$ cat src/rtl/cca_pkg.sv
// Shared constants and types for the circumcircle area block.
// No dependencies; circumcircle_area, cca_mul and cca_div_cell refer to it by scoped names.
package cca_pkg;

    // pi as unsigned Q2.62
    localparam logic [63:0] PI_Q62 = 64'hC90FDAA22168C235;

    // Width of one multiplier partial-product chunk
    localparam int CHUNK_W = 32;

    // Quotient bits, one per divider cell
    localparam int QUO_W = 64;

    typedef struct packed {
        logic vld;
        logic ok;
        logic sat;
    } t_flags;

endpackage

$ cat src/rtl/cca_div_cell.sv
// One restoring-division cell: produces one quotient bit per word.
// Depends on cca_pkg for the flag struct and quotient width.
module cca_div_cell #(
    parameter int KW = 44
) (
    input  logic                           i_clk,
    input  logic                           i_rst_n,
    input  logic                           i_en,
    input  cca_pkg::t_flags                i_f,
    input  logic [KW-1:0]                  i_d,
    input  logic [KW-1:0]                  i_r,
    input  logic [cca_pkg::QUO_W-1:0]      i_low,
    input  logic [cca_pkg::QUO_W-1:0]      i_q,
    output cca_pkg::t_flags                o_f,
    output logic [KW-1:0]                  o_d,
    output logic [KW-1:0]                  o_r,
    output logic [cca_pkg::QUO_W-1:0]      o_low,
    output logic [cca_pkg::QUO_W-1:0]      o_q
);
    localparam int QW = cca_pkg::QUO_W;

    logic [KW:0]   w_t;
    logic [KW:0]   w_diff;
    logic          w_ge;
    logic [KW-1:0] n_r;

    // shift the next dividend bit into the partial remainder
    assign w_t    = {i_r, i_low[QW-1]};
    assign w_diff = w_t - {1'b0, i_d};
    assign w_ge   = w_t >= {1'b0, i_d};
    assign n_r    = w_ge ? w_diff[KW-1:0] : w_t[KW-1:0];

    always_ff @(posedge i_clk) begin
        if (!i_rst_n) begin
            o_f <= '0;
        end else if (i_en) begin
            o_f <= i_f;
        end
    end

    always_ff @(posedge i_clk) begin
        if (i_en) begin
            o_d   <= i_d;
            o_r   <= n_r;
            o_low <= {i_low[QW-2:0], 1'b0};
            o_q   <= {i_q[QW-2:0], w_ge};
        end
    end
endmodule
$ cat config.mk
export PLATFORM = sky130hd
export DESIGN_NAME = cca_div_cell
export DESIGN_NICKNAME = d
export VERILOG_FILES = /design/src/rtl/cca_pkg.sv /design/src/rtl/cca_div_cell.sv
export SDC_FILE = /design/constraint.sdc
export NUM_CORES = 1
export LEC_CHECK = 0
export ABC_CLOCK_PERIOD_IN_PS = 7450
export BUFFER_PORTS_ARGS = -buffer_cell sky130_fd_sc_hd__buf_2
export CELL_PAD_IN_SITES_DETAIL_PLACEMENT = 0
export CELL_PAD_IN_SITES_GLOBAL_PLACEMENT = 1
export CORE_AREA = 2 2 171 173
export CTS_CLUSTER_SIZE = 8
export DETAILED_ROUTE_END_ITERATION = 8
export DIE_AREA = 0 0 173 175
export PLACE_DENSITY = 0.77
export RECOVER_POWER = 100
export SLEW_MARGIN = 30
export SYNTH_ARGS = -nofsm -noshare
export SYNTH_HDL_FRONTEND = slang
export SYNTH_SLANG_ARGS = --single-unit
$ cat constraint.sdc
create_clock -name i_clk -period 7.45 [get_ports i_clk]
set_clock_uncertainty 0.05 [all_clocks]
set_input_delay 0.745 -clock i_clk [delete_from_list [all_inputs] [get_ports i_clk]]
set_output_delay 0.745 -clock i_clk [all_outputs]
set_load 0.01 [all_outputs]
==> flow_summary.json <==
{
  "critPathRequiredTime_ns": 7.65,
  "synth_top_area_share_pct": 66.12,
  "grt_overflow": 0,
  "maxSlewHeadroom_pct": -150.9,
  "min_period_ns": 4.388,
  "ir_drop_mv": 0.1590,
  "final_nets": 1453,
  "n_fill_cell": 2815,
  "cts_tree": "built",
  "p_per_area_nw_per_um2": 262.3,
  "clkSlewWorstSetupHoldPaths_ns": 0.05,
  "synthTopCellsByCount": "215 x edfxtp_1, 75 x a21oi_1, 60 x inv_1, 55 x nor2_1, 53 x nand2_1",
  "drv_slew": 116,
  "drive_above_1_share_pct": 19.78,
  "placed_cells": 1537,
  "outcome": "finished with violations",
  "rsz0062_at_grt": "false",
  "grt_pass1_vias": 7485,
  "gr-usage-all-layers_pct": 20.60,
  "synthesis.area_um2": 9764,
  "cp.arrival_ns": 4.59,
  "vias_per_cell": 4.844,
  "fin_setup_tns_ns": 0,
  "synth-seq-cells": 218,
  "ys_seq_area_share_pct": 66.74,
  "gp_congestion": 0.8524,
  "area_growth_pct": 31.91,
  "postCtsSetupBuffers": 0,
  "rows": 62,
  "dpl.hpwl_mm": 25.53,
  "r2r-end": "o_f[1]",
  "worst_pin_slew_ns": 3.764,
  "postLayoutCellArea_um2": 12880,
  "leakagePower_nw": 5.116,
  "path_cells": "clkbuf_1 > inv_1 > ha_1 > nor2b_1 > o21bai_1 > a21oi_1 > o221ai_1 > a31oi_1 > a22o_1 > o31ai_1 > clkbuf_1 > o21ai_0",
  "cp.buffers_inverters": 3,
  "hold_slack_ns": 0.2988,
  "ff2ff_setup_slack_ns": 6.72,
  "post-route-drc-count": 0,
  "whs_endpoint": "o_low[49]",
  "final_util_pct": 45.36,
  "cts_resized": 0,
  "hold_depth": 1,
  "clock-sinks": 218,
  "syn_area_per_cell_um2": 13.43,
  "wl_per_cell_um": 20.65,
  "die_area_um2": 30280,
  "critical_path.max_stage_delay_ns": 1.12,
  "grt_max_degree": 107,
  "r2r-start": "o_f[1]",
  "synth_enable_flop_cells": 215,
  "grt_pass1_wl_mm": 46.99,
  "path_class": "input port to flip-flop",
  "violations": "capacitance limit, slew limit",
  "end_kind": "flip-flop",
  "hold_viol_final": 0,
  "crit_fanout": 30,
  "fin_cells": 1589,
  "synth_cell_types": 69,
  "synthCells": 727,
  "die_h_um": 175,
  "cpMaxStageDelayCell": "clkbuf_1",
  "finalSetupViolCount": 0,
  "drtIter0Drc": 539,
  "first_pass_iters": 5,
  "synthTopCellsByArea": "edfxtp_1 66%, ha_1 5.6%, a21oi_1 3.8%",
  "ios": 441,
  "yosysMostFrequentCell": "edfxtp_1",
  "cts-root-buf": "clkbuf_16",
  "cts_made_buffers": 31,
  "start_kind": "input port",
  "period_share_pct": 58.90,
  "min_path_type": "input port to flip-flop",
  "portBuffers": 438,
  "core_area_um2": 28390,
  "htreeDepth": 1,
  "antenna_found_initial": 11,
  "crit_cells": 12,
  "crit_top_cell": "clkbuf_1",
  "synth_top_area_cell": "edfxtp_1",
  "initial_core_util_pct": 34.39,
  "ctsLongestPathBuffers": 3,
  "vias": 7697,
  "drv_cap": 2,
  "min_from": "i_low[48]",
  "ys_async_sr_fraction_pct": 0,
  "worstRegToRegCells": 2,
  "synth_nets": 994,
  "clk_latency_ns": 0.55,
  "dpl_cell_area_um2": 12360,
  "synth_ff_type": "edfxtp_1",
  "ant_nets": 0,
  "die_w_um": 173,
  "cts_hold_buffers": 0,
  "crit_family": "compound AO/OA/AOI/OAI gates",
  "routed_wirelength_mm": 32.81,
  "fmax_mhz": 227.9,
  "yosys_warnings": 0
}
## power by group
group | internal, W | switching, W
combinational | 0.000203 | 0.000371
clock | 0.000759 | 0.000520
sequential | 0.00150 | 0.0000302
## metrics by stage
step / setup WS [ns] / power [W]
2_1_floorplan: 4.205 / 0.001872
3_3_place_gp: 3.063 / 0.002153
3_5_place_dp: 3.321 / 0.002161
4_1_cts: 3.909 / 0.003456
5_1_grt: 2.618 / 0.003529
6_report: 3.062 / 0.003378
## cell usage in the layout, fill, tap and decap left out, types with 20 or more instances in the layout
cell       instances
a21oi_1           75
buf_2            188
clkbuf_1         267
clkbuf_16         31
edfxtp_1         215
ha_1              44
inv_1             60
nand2_1           53
nor2_1            55
o21ai_0           36
xor2_1            20
## flip-flops by register name, summed over array words and instances, names as in the netlist
signal,count
o_d,44
o_f,3
o_low,63
o_q,64
o_r,44
## final cells by class
cell class                 instances  area, um2  area share, %
clock buffer                      46      832.0          6.460
tap                              384      480.5          3.730
clock inverter                     4      31.28         0.2429
timing repair buffer             441       1902          14.77
antenna                            2      5.005        0.03886
inverter                          62      235.2          1.826
sequential                       218       6516          50.59
multi-input combinational        432       2878          22.34
## kinds of logic after synthesis
kind of cell / share of synthesized area, %
XOR/XNOR: 3.498
other: 0.03840
multiplexers: 0.5638
buffers and inverters: 3.485
AND/OR/NAND/NOR: 7.086
adder cells (fa/ha/maj): 5.843
flip-flops: 66.74
AO/OA/AOI/OAI: 12.75
## worst reg2reg max path: cells and delay by family (launching register included)
| family | cells | cell delay [ns] |
|---|---|---|
| flops | 1 | 0.34 |
| simple gates | 1 | 0.20 |
| mux | 1 | 0.07 |
## worst max-delay path by stage
stage	to	from
global route	o_r[7]	i_d[1]
detailed placement	o_r[23]	i_d[3]
global placement	o_r[23]	i_d[3]
finish	o_r[4]	i_d[1]
floorplan	o_r[23]	i_d[3]
CTS	o_r[23]	i_d[3]
## per-layer routing
metal	track usage [%]	vias to the layer above	share of wire, %
li1	-	3614	-
met5	0	-	0.17
met3	6.092	65	8.3
met2	34.08	322	48
met1	25.63	3688	40
met4	7.521	8	3.7
Power figures use the tool's default switching activity.
