### config.mk
export PLATFORM = sky130hd
export DESIGN_NAME = cca_mul
export DESIGN_NICKNAME = d
export VERILOG_FILES = /design/src/rtl/cca_pkg.sv /design/src/rtl/cca_mul.sv
export SDC_FILE = /design/constraint.sdc
export NUM_CORES = 1
export LEC_CHECK = 0
export ABC_CLOCK_PERIOD_IN_PS = 6500
export BUFFER_PORTS_ARGS = -buffer_cell sky130_fd_sc_hd__buf_2
export CAP_MARGIN = 5
export CORE_MARGIN = 2
export CORE_UTILIZATION = 59
export CTS_CLUSTER_DIAMETER = 40
export DETAILED_ROUTE_END_ITERATION = 16
export PLACE_DENSITY_LB_ADDON = 0.15
export SLEW_MARGIN = 20
export SYNTH_ARGS = -nofsm -noshare
export SYNTH_HDL_FRONTEND = slang
export SYNTH_SLANG_ARGS = --single-unit
### constraint.sdc
create_clock -name i_clk -period 6.5 [get_ports i_clk]
set_input_delay 0 -clock i_clk [delete_from_list [all_inputs] [get_ports i_clk]]
set_output_delay 0 -clock i_clk [all_outputs]
set_load 0.05 [all_outputs]
### src/rtl/cca_pkg.sv
// Shared constants and types for the circumcircle area block.
// No dependencies; circumcircle_area, cca_mul and cca_div_cell refer to it by scoped names.
package cca_pkg;

    // pi as unsigned Q2.62
    localparam logic [63:0] PI_Q62 = 64'hC90FDAA22168C235;

    // Width of one multiplier partial-product chunk
    localparam int CHUNK_W = 32;

    // Quotient bits, one per divider cell
    localparam int QUO_W = 64;

    typedef struct packed {
        logic vld;
        logic ok;
        logic sat;
    } t_flags;

endpackage

### src/rtl/cca_mul.sv
// Three-stage unsigned multiplier built from 32x32 partial products.
// Depends on cca_pkg for the chunk width.
module cca_mul #(
    parameter int AW = 22,
    parameter int BW = 22
) (
    input  logic             i_clk,
    input  logic             i_en,
    input  logic [AW-1:0]    i_a,
    input  logic [BW-1:0]    i_b,
    output logic [AW+BW-1:0] o_p
);
    localparam int CW = cca_pkg::CHUNK_W;
    localparam int NA = (AW + CW - 1) / CW;
    localparam int NB = (BW + CW - 1) / CW;
    localparam int AX = NA * CW;
    localparam int BX = NB * CW;
    localparam int RW = BX + CW;
    localparam int PW = AW + BW;

    logic [AX-1:0]     w_a;
    logic [BX-1:0]     w_b;
    logic [2*CW-1:0]   r_pp  [NA][NB];
    logic [RW-1:0]     r_row [NA];
    logic [RW-1:0]     n_row [NA];
    logic [PW-1:0]     r_acc;
    logic [AX+BX-1:0]  n_acc;

    assign w_a = AX'(i_a);
    assign w_b = BX'(i_b);

    always_ff @(posedge i_clk) begin
        if (i_en) begin
            for (int i = 0; i < NA; i++) begin
                for (int j = 0; j < NB; j++) begin
                    r_pp[i][j] <= w_a[i*CW +: CW] * w_b[j*CW +: CW];
                end
            end
        end
    end

    always_comb begin
        for (int i = 0; i < NA; i++) begin
            n_row[i] = '0;
            for (int j = 0; j < NB; j++) begin
                n_row[i] = n_row[i] + (RW'(r_pp[i][j]) << (CW * j));
            end
        end
    end

    always_comb begin
        n_acc = '0;
        for (int i = 0; i < NA; i++) begin
            n_acc = n_acc + ((AX+BX)'(r_row[i]) << (CW * i));
        end
    end

    always_ff @(posedge i_clk) begin
        if (i_en) begin
            r_row <= n_row;
            r_acc <= n_acc[PW-1:0];
        end
    end

    assign o_p = r_acc;
endmodule

==> flow_summary.ini <==
[run_status]
outcome = completed

[clocking]
cts_root_buf = clkbuf_16
cts_resized = 0
cts.sinks = 132
cts.clk_slew.worst_paths_ps = 60
cts_inserted_buffers = 17
postCtsSetupBuffers = 0
clock_latency_ps = 410
ctsHoldBuffers = 0
cts_max_path_buffers = 2
cts_tree = built
h-tree-depth = 4

[die]
die_w_um = 187.1
fp.coreArea_um2 = 33280
num_rows = 67
io_pins = 90
die-area_um2 = 35000
dieHeight_um = 187.1
initial_core_util = 0.5943

[timing]
relSlewSlack = 0.4211
period_share = 0.9531
worst_slew_pin_slew_ps = 868.4
holdWs_ps = 227.8
period_needed_ps = 6195
fin_skew_ps = 6.959
rsz0062_at_grt = false
finalSetupViolCount = 0
max_freq_ghz = 0.1614
hold_viol_final = 0
report.final.slew_viol_count = 0

[worst_setup_path]
endpoint_kind = flop
slowest_delay_ps = 550
crit_slowest_cell = fa_1
cpMostUsedCell = fa_1
path_cells = buf_2 > nand2_1 > fa_1 > fa_1 > fa_1 > inv_1 > fa_1 > inv_1 > fa_1 > inv_1 > fa_1 > fa_1 > ha_1 > a21oi_1 > o21ai_0 > o2bb2ai_1 > a21oi_1 > a21oi_1 > a211oi_1 > buf_4 > nor3_1 > a311oi_1
rr_endpoint = o_p[37]$_DFFE_PP_
critical_path.startpoint = i_a[12]
critical_path.max_fanout = 17
r2r_start = r_row[37]$_DFFE_PP_
critical_path_arrival_ps = 6410
cp-start-kind = primary input
r2r_setup_slack_ps = 5840
ff2ff_path_depth = 0
path_class = in -> reg
required_ps = 6710

[synthesis]
synth_top_area_cell = fa_1
yosysTopAreaCellShare = 0.4018
synthTopCellsByCount = fa_1 (397), inv_1 (379), nand2_1 (288), and2_1 (226), ha_1 (159)
synth-edff-count = 132
synthMostInstantiatedCell = fa_1
synth.avg_cell_area_um2 = 10.32
synth.area.top_cells = fa_1 (40%), edfxtp_1 (20%), ha_1 (10%), inv_1 (7.2%), and2_1 (7.1%)
yosys_warnings = 0
async_flop_share = 0
syn-cell-area_um2 = 19780
yosysSeqAreaShare = 0.2004
synth_ff_type = edfxtp_1
ys_ff_latch = 132
synth_cells = 1916
synth_cell_types = 52
postSynthNetCount = 2518

[min_path]
min_to = o_p[40]$_DFFE_PP_
hold_path_class = in -> reg
hold_depth = 1
hold_path.startpoint = i_en

[route]
ant_nets = 0
vias = 13365
routed_wirelength_um = 43960
wl_per_cell_um = 17.91
drt_iter0_markers = 769
dr_wl_met2_um = 23820
wl_met3_um = 1690
drc = 0
first_pass_iters = 6
viasPerCell = 5.446
wl_met1_um = 17260
top_layer_used = met4

[grt]
antenna_found_initial = 0
groute.usage.overall = 0.2669
overflow = 0
grt_max_degree = 72
grt_pass1_wl_um = 73580
grt_pass1_vias = 14597

[placed_design]
gp_congestion = 0.8877
io_buffers = 89
dp_hpwl_um = 37070

[cells_and_area]
area_growth_pct = 8.888
drive_gt1_frac = 0.09721
num_antenna_cells = 0
final_util = 0.6471
fin_nets = 2596

[run]
cap_violations = 0
## layout make-up
class	instances	area, um^2
sequential	132	3964
fill	2669	11740
clock buffer	18	429.2
timing repair buffer	155	968.4
clock inverter	13	160.2
tap	448	560.5
multi-input combinational	1309	14030
inverter	379	1423
## stage by stage
| step | setup slack (ps) | TNS (ps) | cells | cell area, um^2 |
|---|---|---|---|---|
| 2_1_floorplan | 387.5 | 0 | 1916 | 19780 |
| 3_3_place_gp | 30.44 | 0 | 2423 | 20950 |
| 3_5_place_dp | -13.12 | -13.12 | 2423 | 20950 |
| 4_1_cts | 342.1 | 0 | 2454 | 21540 |
| 5_1_grt | 0.7563 | 0 | 2454 | 21540 |
| 6_report | 305.1 | 0 | 2454 | 21540 |
## registers in the layout, summed over array words and instances, names as in the netlist
signal and flops:
o_p 44, r_pp 44, r_row 44
## placed cells by master (no fill, tap or decap), types with 4 or more instances in the layout
cell / count
and2_1: 226
a31oi_1: 5
edfxtp_1: 132
a21oi_1: 46
o21bai_1: 6
xnor2_1: 24
xor2_1: 11
buf_4: 65
buf_2: 88
nand3_1: 8
a211oi_1: 6
clkinv_2: 4
a211o_1: 4
ha_1: 159
o21ai_0: 16
inv_1: 379
a21o_1: 20
clkbuf_16: 17
o21a_1: 5
fa_1: 397
nand2_1: 288
nor2_1: 21
and3_1: 8
o211ai_1: 7
nor3_1: 11
## metal layers
metal | global-route usage | vias up
met1 | 0.3357 | 6918
met3 | 0.02852 | 82
li1 | - | 5992
met4 | 0.07173 | 0
met2 | 0.4911 | 373
met5 | 0 | -
## worst max-delay path by stage
stage          cells after the start                     to
5_1_grt                           22  r_pp[0][39]$_DFFE_PP_
2_1_floorplan                     19  r_pp[0][40]$_DFFE_PP_
6_report                          22  r_pp[0][39]$_DFFE_PP_
3_5_place_dp                      22  r_pp[0][39]$_DFFE_PP_
3_3_place_gp                      22  r_pp[0][39]$_DFFE_PP_
4_1_cts                           22  r_pp[0][39]$_DFFE_PP_
## critical path, delay by kind of cell
| family | cells | cell delay (ps) |
|---|---|---|
| adder cells (fa/ha/maj) | 8 | 3880 |
| buffers and inverters | 5 | 690 |
| AND/OR/NAND/NOR | 2 | 180 |
| AO/OA/AOI/OAI | 7 | 1630 |
## cell families (layout without fill, tap and decap cells)
kind of cell | after synthesis | in the layout | synth area share
AOI/OAI and AO/OA | 142 | 142 | 0.04928
xor gates and xnor gates | 35 | 35 | 0.01550
adders and majority gates | 556 | 556 | 0.5024
buffers and inverters | 475 | 565 | 0.09014
DFF | 132 | 132 | 0.2004
and+or+nand+nor | 576 | 576 | 0.1423
Power is left out: the tool's default activity adds up to more than one toggle a clock period on the data nets, which glitch-free logic cannot reach.
